[config.mk]
export PLATFORM = sky130hd
export DESIGN_NAME = serial_bank_register_mapper
export DESIGN_NICKNAME = d
export VERILOG_FILES = /design/src/hw/rtl/sbrm_pkg.sv /design/src/hw/rtl/serial_bank_register_mapper.sv
export SDC_FILE = /design/constraint.sdc
export NUM_CORES = 1
export LEC_CHECK = 0
export BUFFER_PORTS_ARGS = -buffer_cell sky130_fd_sc_hd__buf_4
export CORE_AREA = 2 2 127 129
export CTS_CLUSTER_DIAMETER = 80
export CTS_CLUSTER_SIZE = 30
export DETAILED_ROUTE_END_ITERATION = 10
export DIE_AREA = 0 0 129 131
export GPL_TIMING_DRIVEN = 1
export MAX_ROUTING_LAYER = met4
export PLACE_DENSITY = 0.85
export SETUP_SLACK_MARGIN = 0.15
export SKIP_CTS_REPAIR_TIMING = 1
export SLEW_MARGIN = 20
export SYNTH_ARGS = -nofsm -noshare
export SYNTH_HDL_FRONTEND = slang
export SYNTH_SLANG_ARGS = --single-unit
[constraint.sdc]
create_clock -name clk -period 4.7 [get_ports clk]
set_input_delay 0.94 -clock clk [delete_from_list [all_inputs] [get_ports clk]]
set_output_delay 0.94 -clock clk [all_outputs]
set_load 0.01 [all_outputs]
[src/hw/rtl/sbrm_pkg.sv]
// Shared types and constants for the serial bank register mapper.
// Holds the beat structs, status codes and register indexes; no dependencies.
package sbrm_pkg;

	// Width of the processor cycle stamp
	localparam int unsigned STAMP_W = 40;

	// Configuration register indexes
	localparam logic [1:0] CFG_WRAM_SIZE      = 2'd0;
	localparam logic [1:0] CFG_IGNORE_WRAM_EN = 2'd1;
	localparam logic [1:0] CFG_NO_MIRROR      = 2'd2;

	// Write status codes
	localparam logic [1:0] ST_TOO_SOON = 2'd0;
	localparam logic [1:0] ST_RESET    = 2'd1;
	localparam logic [1:0] ST_SHIFTED  = 2'd2;
	localparam logic [1:0] ST_LOADED   = 2'd3;

	// Internal register targets
	localparam logic [1:0] SEL_CONTROL  = 2'd0;
	localparam logic [1:0] SEL_CHR_LOW  = 2'd1;
	localparam logic [1:0] SEL_CHR_HIGH = 2'd2;
	localparam logic [1:0] SEL_PRG      = 2'd3;

	// Program bank modes (control bits 3:2)
	localparam logic [1:0] PRG_FIX_HIGH = 2'd3;
	localparam logic [1:0] PRG_FIX_LOW  = 2'd2;

	// Work RAM sizes
	localparam logic [1:0] WRAM_NONE = 2'd0;
	localparam logic [1:0] WRAM_16K  = 2'd2;
	localparam logic [1:0] WRAM_32K  = 2'd3;

	// Reset values
	localparam logic [4:0] CONTROL_RST   = 5'd15;
	localparam logic [1:0] WRAM_SIZE_RST = 2'd1;
	localparam logic [2:0] SHIFT_LAST    = 3'd4;

	typedef struct packed {
		logic [1:0]         reg_select;
		logic [7:0]         write_data;
		logic [STAMP_W-1:0] cycle_stamp;
	} wr_beat_t;

	typedef struct packed {
		logic [1:0] write_status;
		logic [4:0] prg_bank_low;
		logic [4:0] prg_bank_high;
		logic [4:0] chr_bank_low;
		logic [4:0] chr_bank_high;
		logic [1:0] mirroring;
		logic       mirror_driven;
		logic       wram_enabled;
		logic [1:0] wram_bank;
	} res_beat_t;

endpackage

[src/hw/rtl/serial_bank_register_mapper.sv]
// Top level of the serial bank register mapper: write beats in, bank state out.
// Depends on sbrm_pkg for beat structs, status codes and register indexes.

// One processor write per beat: unless it comes too soon after the last reset,
// bit 7 of the data resets the serial register, otherwise bit 0 shifts in and
// the fifth bit loads the register chosen by reg_select. A beat is taken into
// an input register, updates the mapper state and lands in a result register
// once that is free, so each write gives exactly one result beat; a new write
// is accepted every cycle unless the result register is held, which is the only
// stall: a held result register holds the input register and raises wr_stall.
// Configuration writes must be made while no write is in flight.
module serial_bank_register_mapper (
	input  logic                clk,
	input  logic                arst_n,
	input  logic                wr_valid,
	output logic                wr_stall,
	input  sbrm_pkg::wr_beat_t  wr_beat,
	output logic                res_valid,
	input  logic                res_stall,
	output sbrm_pkg::res_beat_t res_beat,
	input  logic                cfg_en,
	input  logic [1:0]          cfg_index,
	input  logic [1:0]          cfg_data
);

	// Configuration
	logic [1:0] wram_size_q;
	logic       ignore_wram_en_q;
	logic       no_mirror_q;

	// Mapper state
	logic [4:0]                   shift_bits_q;
	logic [2:0]                   shift_count_q;
	logic [4:0]                   control_q;
	logic [4:0]                   chr_low_q;
	logic [4:0]                   chr_high_q;
	logic [4:0]                   prg_q;
	logic [sbrm_pkg::STAMP_W-1:0] last_reset_q;

	// Input stage
	logic               valid_s1;
	sbrm_pkg::wr_beat_t beat_s1;

	// Result stage
	logic                valid_s2;
	sbrm_pkg::res_beat_t beat_s2;

	logic advance;
	logic take_in;
	logic too_soon;
	logic [sbrm_pkg::STAMP_W-1:0] stamp_diff;
	logic [4:0] shift_bits_d;
	logic [2:0] shift_count_d;
	logic [4:0] control_d;
	logic [4:0] chr_low_d;
	logic [4:0] chr_high_d;
	logic [4:0] prg_d;
	logic [1:0] status_d;
	logic [4:0] collected;
	logic       offs;
	logic [3:0] bank;
	sbrm_pkg::res_beat_t res_d;

	// Move the input stage on whenever the result register is free or drains
	assign advance  = !valid_s2 || !res_stall;
	assign wr_stall = valid_s1 && !advance;
	assign take_in  = wr_valid && !wr_stall;

	assign res_valid = valid_s2;
	assign res_beat  = beat_s2;

	// Hold configuration registers; ignore indexes past the list
	always_ff @(posedge clk or negedge arst_n) begin
		if (!arst_n) begin
			wram_size_q      <= sbrm_pkg::WRAM_SIZE_RST;
			ignore_wram_en_q <= 1'b0;
			no_mirror_q      <= 1'b0;
		end else if (cfg_en) begin
			unique case (cfg_index)
				sbrm_pkg::CFG_WRAM_SIZE:      wram_size_q      <= cfg_data;
				sbrm_pkg::CFG_IGNORE_WRAM_EN: ignore_wram_en_q <= cfg_data[0];
				sbrm_pkg::CFG_NO_MIRROR:      no_mirror_q      <= cfg_data[0];
				default: ;
			endcase
		end
	end

	// Capture the write beat
	always_ff @(posedge clk or negedge arst_n) begin
		if (!arst_n) begin
			valid_s1 <= 1'b0;
		end else if (advance || !valid_s1) begin
			valid_s1 <= take_in;
		end
	end

	always_ff @(posedge clk) begin
		if (take_in) begin
			beat_s1 <= wr_beat;
		end
	end

	// Drop writes that come too soon after the last reset write
	assign stamp_diff = beat_s1.cycle_stamp - last_reset_q;
	assign too_soon   = (beat_s1.cycle_stamp < last_reset_q) ||
		(stamp_diff[sbrm_pkg::STAMP_W-1:1] == '0);

	assign collected = shift_bits_q | ({4'd0, beat_s1.write_data[0]} << shift_count_q);

	// Work out the next mapper state for the beat in the input stage
	always_comb begin
		shift_bits_d  = shift_bits_q;
		shift_count_d = shift_count_q;
		control_d     = control_q;
		chr_low_d     = chr_low_q;
		chr_high_d    = chr_high_q;
		prg_d         = prg_q;
		priority if (too_soon) begin
			status_d = sbrm_pkg::ST_TOO_SOON;
		end else if (beat_s1.write_data[7]) begin
			status_d      = sbrm_pkg::ST_RESET;
			control_d     = control_q | 5'b01100;
			shift_bits_d  = '0;
			shift_count_d = '0;
		end else if (shift_count_q != sbrm_pkg::SHIFT_LAST) begin
			status_d      = sbrm_pkg::ST_SHIFTED;
			shift_bits_d  = collected;
			shift_count_d = shift_count_q + 3'd1;
		end else begin
			status_d      = sbrm_pkg::ST_LOADED;
			shift_bits_d  = '0;
			shift_count_d = '0;
			unique case (beat_s1.reg_select)
				sbrm_pkg::SEL_CONTROL:  control_d  = collected;
				sbrm_pkg::SEL_CHR_LOW:  chr_low_d  = collected;
				sbrm_pkg::SEL_CHR_HIGH: chr_high_d = collected;
				sbrm_pkg::SEL_PRG:      prg_d      = collected;
				default:                prg_d      = collected;
			endcase
		end
	end

	// Resolve banks and modes from the updated state
	assign offs = chr_low_d[4];
	assign bank = prg_d[3:0];

	always_comb begin
		res_d              = '0;
		res_d.write_status = status_d;
		unique case (control_d[3:2])
			sbrm_pkg::PRG_FIX_HIGH: begin
				res_d.prg_bank_low  = {offs, bank};
				res_d.prg_bank_high = {offs, 4'hF};
			end
			sbrm_pkg::PRG_FIX_LOW: begin
				res_d.prg_bank_low  = {offs, 4'h0};
				res_d.prg_bank_high = {offs, bank};
			end
			default: begin
				res_d.prg_bank_low  = {offs, bank[3:1], 1'b0};
				res_d.prg_bank_high = {offs, bank[3:1], 1'b1};
			end
		endcase
		if (control_d[4]) begin
			res_d.chr_bank_low  = chr_low_d;
			res_d.chr_bank_high = chr_high_d;
		end else begin
			res_d.chr_bank_low  = {chr_low_d[4:1], 1'b0};
			res_d.chr_bank_high = {chr_low_d[4:1], 1'b1};
		end
		res_d.mirroring     = no_mirror_q ? 2'd0 : control_d[1:0];
		res_d.mirror_driven = !no_mirror_q;
		res_d.wram_enabled  = (wram_size_q != sbrm_pkg::WRAM_NONE) &&
			(!prg_d[4] || ignore_wram_en_q);
		priority if (wram_size_q == sbrm_pkg::WRAM_32K) begin
			res_d.wram_bank = chr_low_d[3:2];
		end else if (wram_size_q == sbrm_pkg::WRAM_16K) begin
			res_d.wram_bank = {1'b0, chr_low_d[3]};
		end else begin
			res_d.wram_bank = 2'd0;
		end
	end

	// Advance mapper state as each write leaves the input stage
	always_ff @(posedge clk or negedge arst_n) begin
		if (!arst_n) begin
			shift_bits_q  <= '0;
			shift_count_q <= '0;
			control_q     <= sbrm_pkg::CONTROL_RST;
			chr_low_q     <= '0;
			chr_high_q    <= '0;
			prg_q         <= '0;
			last_reset_q  <= '0;
		end else if (valid_s1 && advance) begin
			shift_bits_q  <= shift_bits_d;
			shift_count_q <= shift_count_d;
			control_q     <= control_d;
			chr_low_q     <= chr_low_d;
			chr_high_q    <= chr_high_d;
			prg_q         <= prg_d;
			if (!too_soon && beat_s1.write_data[7]) begin
				last_reset_q <= beat_s1.cycle_stamp;
			end
		end
	end

	// Load the result register
	always_ff @(posedge clk or negedge arst_n) begin
		if (!arst_n) begin
			valid_s2 <= 1'b0;
		end else if (advance) begin
			valid_s2 <= valid_s1;
		end
	end

	always_ff @(posedge clk) begin
		if (valid_s1 && advance) begin
			beat_s2 <= res_d;
		end
	end

endmodule

# After elaboration in Yosys (flattened, before gate mapping)
# Index checks and enable logic that the tools add are counted.
# W data, S select, Z words.
[totals]
ff_bits = 152
input_bits = 59
out_inout_bits = 30
wordCells = 96
[classes]
add_sub_neg = 2
magnitude_cmp = 1
n_eq_ne = 10
shift = 1
mux = 26
bitwise = 2
n_reduce_logical = 27
[ops]
columns = ["cell", "count"]
rows = [
  ["$mux W5", 19],
  ["$lt A40 B40 Y1", 1],
  ["$sub A40 B40 Y40", 1],
  ["$logic_not A39 Y1", 1],
  ["$pmux W9 S2", 1],
  ["$eq A2 B2 Y1 const B", 7],
  ["$reduce_and A2 Y1", 5],
  ["$logic_not A1 Y1", 8],
  ["$mux W3", 2],
  ["$logic_and A1 B1 Y1", 5],
  ["$or A5 B5 Y5", 1],
  ["$shl A1 B3 Y5", 1],
  ["$eq A2 B1 Y1 const B", 2],
  ["$logic_not A2 Y1", 2],
  ["$logic_or A1 B1 Y1", 4],
  ["$add A3 B1 Y3 const B", 1],
  ["$mux W1", 3],
  ["$ne A3 B3 Y1 const B", 1],
  ["$mux W2", 1],
  ["$reduce_bool A2 Y1", 1],
  ["$reduce_or A2 Y1", 1],
  ["$not A1 Y1", 1],
]

# Logic depth before layout (Yosys ltp)
# Gate-level depths: netlist of the first run.
[depth]
depth_word = 9
mapped_depth = 16
ltp_nobuf = 14

# Least setup slack after synthesis of the first run
# Ideal clock, no wire load.
[synth_path]
kind = "register to register"
from = "reg last_reset_q[0] (netlist bit)"
to = "reg beat_s2, in the netlist res_beat[9], data pin"
setup_time_ps = 272
arrival_ps = 3941
t_required_ps = 4428
slack_ps = 487
stages_incl_launch_ff = 16
path_buffers = 1
period_less_slack_ps = 4213
path_cell_list = "dfrtp_1 nor2b_2 fa_1 nand2b_1 a211oi_1 o2111ai_1 a21oi_1 o32ai_2 o41ai_1 xor2_1 or4_4 o31ai_4 or3_1 buf_4 mux2i_4 mux2i_1"
[synth_lines]
columns = ["item", "line", "rtl"]
rows = [
  ["start, declared", "serial_bank_register_mapper.sv:38", "logic [sbrm_pkg::STAMP_W-1:0] last_reset_q;"],
  ["start signal, assigned", "serial_bank_register_mapper.sv:202", "last_reset_q <= beat_s1.cycle_stamp;"],
  ["end signal, assigned", "serial_bank_register_mapper.sv:218", "beat_s2 <= res_d;"],
  ["end, declared", "serial_bank_register_mapper.sv:46", "sbrm_pkg::res_beat_t beat_s2;"],
]

==> summary.md, run 1 <==
| Metric | Value |
|---|---|
| Post-route ant nets | 0 |
| Reg-to-Reg End | res_beat[10] |
| Maximum VDD drop | 0.326 mV |
| Clock buffer depth | 2 |
| Most common cell on crit path | buf_4 |
| Final Critical Period | 4.41 ns |
| Starting Density | 53.9% |
| Met2 Use GR | 42.3% |
| Type of element capturing the critical path | flop |
| Max Cap Viol | 0 |
| DRC Markers | 0 |
| Power density over the cells | 630 nW/um^2 |
| Met1 GRT Util | 32.8% |
| Dominant register cell in the synthesized netlist | edfxtp_1 |
| Worst min path class | reg -> reg |
| Grt peak-use layer | met2 |
| HPWL Detailed | 14.6 mm |
| First-pass GRT wire length | 33.1 mm |
| Mapped Nets | 910 |
| Slew headroom | 31.8% |
| Die ar. | 16900 sq um |
| WHS | 0.492 ns |
| Crit path DAT | 4.58 ns |
| Worst Slack Setup Final | 0.288 ns |
| Mapped Cells | 809 |
| Clock Root Buffer | clkbuf_16 |
| Distinct cells, synth | 69 |
| Final core occ | 64.5% |
| CTS tree | built |
| DRT iter0 DRCs | 604 |
| Yosys warnings | 0 |
| Total number of vias | 6775 |
| Die height | 131 um |
| Fmax | 227 MHz |
| Worst reg2reg path startpoint | beat_s1[12] |
| Post-synth EDFFs | 70 |
| Die Wd | 129 um |
| Flop-to-flop setup slack | 0.29 ns |
| I/O pin cnt | 89 |
| Global route total overflow | 0 |
| Worst Tran Pin Value | 1.02 ns |
| Antenna violations before repair | 0 |
| Cell area after layout | 10100 sq um |
| Drt via density | 5.94 |
| CP required | 4.87 ns |
| Routed WL | 20.8 mm |
| Setup Skew | 0.00972 ns |
| Final Max Slew Viols | 0 |
| LEAKAGE | 4.36 nW |
| Critical-path top delay cell | or4_4 |
| Unrepaired setup endpoints after global routing | no |
| Final GP Congestion | 0.961 |
| Async SR Flop Fraction | 51.4% |
| Routed len/inst | 18.3 um |
| Drt first pass iters | 6 |
| Flops & latches, synth | 144 |
| Num rows | 46 |
| Final Cycle Share | 93.9% |
| Hold EP | chr_low_q[4] |
| Worst setup path category | reg -> reg |
| Register area share after synthesis | 47.1% |
| Worst setup SP type | flop |
| H-tree levels | 4 |
| Clock-pin slew on the worst setup and hold paths | 0.07 ns |
| Synthesis-to-layout area growth | 19.6% |
| Hold Fails Final Rpt | 0 |
| Core Area | 15600 sq um |
| CP peak stage delay | 0.50 ns |
| Number of global-route vias before repair | 6597 |
| Nets | 1013 |
| Total track usage | 26.1% |
| Largest net degree at the start of global routing | 75 |
| Clock sink count | 144 |
| Dpl ws | 0.155 ns |
| Max FO, Critical Path | 6 |
| Diode count | 0 |
| TNS Setup | 0 ns |
| Share of layout cells above drive strength 1 | 25.4% |
| Outcome | complete, no violations |
| Hold path startpoint | chr_low_q[4] |
| PortBufs | 82 |
| Placed Area | 9400 sq um |
| Avg Synthesized Cell Area | 10.4 sq um |
| R2R cell count | 18 |
| Finish-stage setup viols | 0 |
| Synth Cell Area | 8410 sq um |
| Hold path cells | 2 |
| Crit path cell chain | ha_1 > buf_4 > a21oi_2 > a21boi_1 > o31ai_2 > a21oi_2 > o32ai_2 > o41ai_2 > buf_4 > xor2_1 > or4_4 > o31ai_4 > buf_6 > buf_4 > nand2b_1 > buf_4 > mux2i_1 > mux2i_1 |
| Inserted Clock Buffers | 17 |
| Met3 usage | 5.54% |
| Clock latency at the later pin of the worst-skew pair | 0.43 ns |
worst max-delay path by stage:
stage	cells past startpoint	start	to	slack (ns)
CTS	17	last_reset_q[0]	res_beat[10]	0.10
global placement	17	last_reset_q[0]	res_beat[10]	0.16
detailed placement	17	last_reset_q[0]	res_beat[9]	0.16
floorplan	15	last_reset_q[0]	res_beat[9]	0.49
global route	19	last_reset_q[0]	res_beat[10]	0.13
finish	18	beat_s1[12]	res_beat[10]	0.29
cells in the mapped netlist, types with 5 or more instances:
library cell   n  area share, %
a21o_1        17            1.5
a21oi_1       50            3.0
a21oi_2        5           0.52
a31oi_1        9           0.67
buf_2         10           0.60
buf_4          7           0.62
clkbuf_1      12           0.54
dfrtp_1       69             21
dfstp_2        5            1.6
edfxtp_1      70             25
ha_1          41            6.1
inv_1         58            2.6
mux2_2        53            7.1
mux2i_1       25            3.0
nand2_1       74            3.3
nand2b_1      10           0.74
nand3_1       19            1.1
nand3b_1       5           0.45
nand4_1       18            1.3
nor2_1        55            2.5
nor2b_1        7           0.52
nor3_1        18            1.1
o211ai_1       5           0.45
o21a_1         8           0.71
o21ai_0       43            2.6
o21ai_1        6           0.36
or3_1          5           0.37
xnor2_1       12            1.2
xor2_1        11            1.1
state kept, by name, indices dropped and copies added, names as in the netlist:
signal and cells:
no_mirror_q 1, shift_bits_q 5, chr_high_q 5, control_q 5, beat_s1 44, shift_count_q 3, valid_s1 1, res_valid 1
last_reset_q 40, res_beat 26, wram_size_q 2, chr_low_q 5, ignore_wram_en_q 1, prg_q 5
through the flow:
| step | power [mW] | std cells |
|---|---|---|
| 3_5_place_dp | 4.85 | 1108 |
| 5_1_grt | 6.74 | 1141 |
| 4_1_cts | 6.26 | 1140 |
| 2_1_floorplan | 3.98 | 809 |
| 3_3_place_gp | 4.79 | 1108 |
| 6_report | 6.34 | 1141 |
power by group:
group | switching (mW) | internal [mW]
combinational | 1.87 | 1.30
clock | 0.608 | 0.753
sequential | 0.165 | 1.64
area by class of cell:
cell class              count  area (sq um)
fillers                  1196          5540
multi-input cells         578          4140
flip-flops and latches    144          3960
repair buffers            113           881
clock buffers              17           425
well taps                 216           270
inverters                  58           218
clock inverters            15           168
worst max-delay path, delay by kind of cell (launching register included):
family | cells | cell delay (ns)
flops | 1 | 0.40
mux | 2 | 0.31
compound gates | 7 | 1.53
fa+ha+maj | 1 | 0.38
xor+xnor | 1 | 0.13
simple gates | 2 | 0.60
buf+inv | 5 | 0.79
cell usage in the layout, fill, tap and decap left out, drive strengths merged, types with 5 or more instances in the layout:
cell / n
a21o: 17
a21oi: 55
a31oi: 9
buf: 113
clkbuf: 17
dfrtp: 69
dfstp: 5
edfxtp: 70
ha: 41
inv: 66
mux2: 57
mux2i: 26
nand2: 74
nand2b: 10
nand3: 19
nand3b: 5
nand4: 18
nor2: 56
nor2b: 8
nor3: 18
o211ai: 5
o21a: 8
o21ai: 49
or3: 5
xnor2: 12
xor2: 11
kinds of logic (layout without fill, tap and decap cells):
family                     after synthesis  count (layout)  synth area share (%)
DFF                                    144             144                  47.1
adders and majority gates               42              42                  6.34
AOI/OAI and AO/OA                      202             202                  16.1
xor gates and xnor gates                23              23                  2.40
buffers and inverters                   87             203                  4.34
and+or+nand+nor                        228             228                  12.8
muxes                                   83              83                  10.9
layer usage:
| metal | vias to the layer above | share of wire (%) |
|---|---|---|
| met1 | 3268 | 42 |
| li1 | 3184 | - |
| met2 | 288 | 50 |
| met4 | 0 | 2.0 |
| met5 | - | 0 |
| met3 | 35 | 6.2 |
No activity file was read; power rests on OpenSTA's default activity.
==> run 2, diff against run 1 <==
Settings changed: SETUP_SLACK_MARGIN 0.15 to 0.5.
==> summary.md, run 2 (synthesis results as in run 1) <==
| Metric | Value |
|---|---|
| Crit path cell chain | nor2b_4 > fa_2 > nand2b_4 > a211oi_2 > buf_4 > o2111ai_4 > a21oi_2 > buf_4 > o32ai_4 > o41ai_4 > xor2_1 > or4_4 > o31ai_4 > buf_12 > or3_4 > mux2i_4 > buf_6 > mux2i_1 |
| Routed WL | 23.6 mm (+13%) |
| Number of global-route vias before repair | 6769 (+2.6%) |
| Num rows | 46 (unchanged) |
| Outcome | complete, no violations |
| Largest register FFs | 44 (unchanged) |
| CP required | 4.97 ns (+0.10 ns) |
| Slew headroom | 31.0% (-0.79 points) |
| Biggest register | beat_s1 |
| HPWL Detailed | 15.0 mm (+2.5%) |
| Worst Tran Pin Value | 1.03 ns (+0.0119 ns) |
| Unrepaired setup endpoints after global routing | yes |
| Share of layout cells above drive strength 1 | 31.5% (+6.1 points) |
| Clock latency at the later pin of the worst-skew pair | 0.43 ns (about the same) |
| Maximum VDD drop | 0.479 mV (+47%) |
| Total track usage | 26.7% (+0.56 points) |
| Cell area after layout | 10700 sq um (+6.0%) |
| Type of element capturing the critical path | flop |
| LEAKAGE | 4.65 nW (+6.9%) |
| Final GP Congestion | 0.982 (+2.2%) |
| Clock-pin slew on the worst setup and hold paths | 0.07 ns (about the same) |
| Max FO, Critical Path | 5 (-1) |
| I/O pin cnt | 89 (unchanged) |
| Final Max Slew Viols | 0 (unchanged) |
| Die ar. | 16900 sq um (unchanged) |
| Final Critical Period | 4.34 ns (-0.0749 ns) |
| Flop-to-flop setup slack | 0.36 ns (+0.07 ns) |
| Fmax | 231 MHz (+1.7%) |
| CTS tree | built |
| Final Cycle Share | 92.3% (-1.6 points) |
| Worst min path class | in -> async |
| Die height | 131 um (unchanged) |
| Synthesis-to-layout area growth | 26.7% |
| Total number of vias | 7073 (+4.4%) |
| Worst reg2reg path startpoint | last_reset_q[0] |
| First-pass GRT wire length | 33.9 mm (+2.4%) |
| Diode count | 0 (unchanged) |
| Reg-to-Reg End | res_beat[9] |
| PortBufs | 82 (unchanged) |
| CP peak stage delay | 0.44 ns (-0.06 ns) |
| Clock sink count | 144 (unchanged) |
| Starting Density | 53.9% (unchanged) |
| DRT iter0 DRCs | 636 (+5.3%) |
| Tot Pwr | 6.90 mW (+8.8%) |
| Largest net degree at the start of global routing | 45 (-40%) |
| R2R cell count | 18 (unchanged) |
| Nets | 1041 (+2.8%) |
| Leading cell types in the layout, fill and taps excluded | buf_4, nand2_1, edfxtp_1 |
| Die Wd | 129 um (unchanged) |
| Setup Skew | 0.0152 ns (+0.00549 ns) |
| Hold Fails Final Rpt | 0 (unchanged) |
| Global route total overflow | 0 (unchanged) |
| Post-route ant nets | 0 (unchanged) |
| Multi-input gate area | 4420 sq um (+6.7%) |
| Crit path DAT | 4.61 ns (+0.03 ns) |
| Worst setup path category | reg -> reg |
| Dpl ws | 0.217 ns (+0.0620 ns) |
| Worst setup SP type | flop |
| Drt first pass iters | 5 (-1) |
| Filler instances | 1080 (-9.7%) |
| Placed Area | 9440 sq um (+0.45%) |
| Routed len/inst | 20.2 um (+10%) |
| H-tree levels | 4 (unchanged) |
| Critical path buffers and inverters | 4 (-1) |
| Worst Slack Setup Final | 0.363 ns (+0.0749 ns) |
| Core Area | 15600 sq um (unchanged) |
| Antenna violations before repair | 0 (unchanged) |
| Critical-path top delay cell | or4_4 |
| Power density over the cells | 647 nW/um^2 (+2.7%) |
| TNS Setup | 0 ns (unchanged) |
| Most common cell after layout, fill and taps aside | buf_4 |
| DRC Markers | 0 (unchanged) |
| Register area | 3960 sq um (unchanged) |
| Critical path's top delay family | compound AO/OA/AOI/OAI gates |
| Clock buffer depth | 2 (unchanged) |
| Clock Root Buffer | clkbuf_16 |
| Most common cell on crit path | buf_4 |
| Inserted Clock Buffers | 17 (unchanged) |
| Drt via density | 6.05 (+1.9%) |
| Finish-stage setup viols | 0 (unchanged) |
| Final core occ | 68.3% (+3.8 points) |
| Max Cap Viol | 0 (unchanged) |
-- run 2: cell types whose count changed in the layout (fill, tap and decap cells not counted), moves of 4 or more --
cell and delta:
a21oi_2 +4, mux2_1 -4, buf_4 +18, mux2_4 +7, buf_6 +4, o21ai_0 -6, o21ai_1 +6, a21oi_1 -5
nor3_1 -4
-- run 2: worst reg2reg max path, stage by stage, from the launching register on --
cell and delay, ns:
dfrtp_1 0.37, nor2b_4 0.13, fa_2 0.36, nand2b_4 0.16, a211oi_2 0.18, buf_4 0.16, o2111ai_4 0.12, a21oi_2 0.16
buf_4 0.15, o32ai_4 0.12, o41ai_4 0.41, xor2_1 0.12, or4_4 0.44, o31ai_4 0.28, buf_12 0.17, or3_4 0.16
mux2i_4 0.33, buf_6 0.16, mux2i_1 0.20
-- run 2: metal layers --
| layer | vias up | routed length [um] | track usage [%] |
|---|---|---|---|
| li1 | 3234 | - | - |
| met1 | 3462 | 9820 | 34.1 |
| met2 | 317 | 11600 | 42.0 |
| met3 | 60 | 1440 | 5.94 |
| met4 | 0 | 676 | 9.78 |
| met5 | - | 0 | - |
-- run 2: how the worst max path moves through the flow --
| stage | startpoint | end | slack (ns) | cells past startpoint |
|---|---|---|---|---|
| 6_report | last_reset_q[0] | res_beat[9] | 0.36 | 18 |
| 2_1_floorplan | last_reset_q[0] | res_beat[9] | 0.59 | 15 |
| 4_1_cts | last_reset_q[0] | res_beat[8] | 0.12 | 17 |
| 5_1_grt | last_reset_q[0] | res_beat[7] | 0.21 | 18 |
| 3_3_place_gp | last_reset_q[0] | res_beat[8] | 0.24 | 17 |
| 3_5_place_dp | last_reset_q[0] | res_beat[8] | 0.22 | 17 |
-- run 2: final cells by class --
class                      count  area share, %
multi-input combinational    578           41.4
sequential                   144           37.2
timing repair buffer         141           11.1
clock buffer                  17           3.99
tap                          216           2.54
inverter                      58           2.04
clock inverter                15           1.76
-- run 2: power by group --
part | internal, mW | switching (mW) | total [mW]
Sequential | 1.64 | 0.178 | 1.82
Clock | 0.809 | 0.604 | 1.41
Combinational | 1.57 | 2.10 | 3.67
Total | 4.02 | 2.88 | 6.90
-- run 2: stage by stage --
step	hold slack, ns	std cells
global route	0.513	1169
detailed placement	0.478	1111
floorplan	0.449	809
finish	0.485	1169
global placement	0.462	1111
CTS	0.494	1143
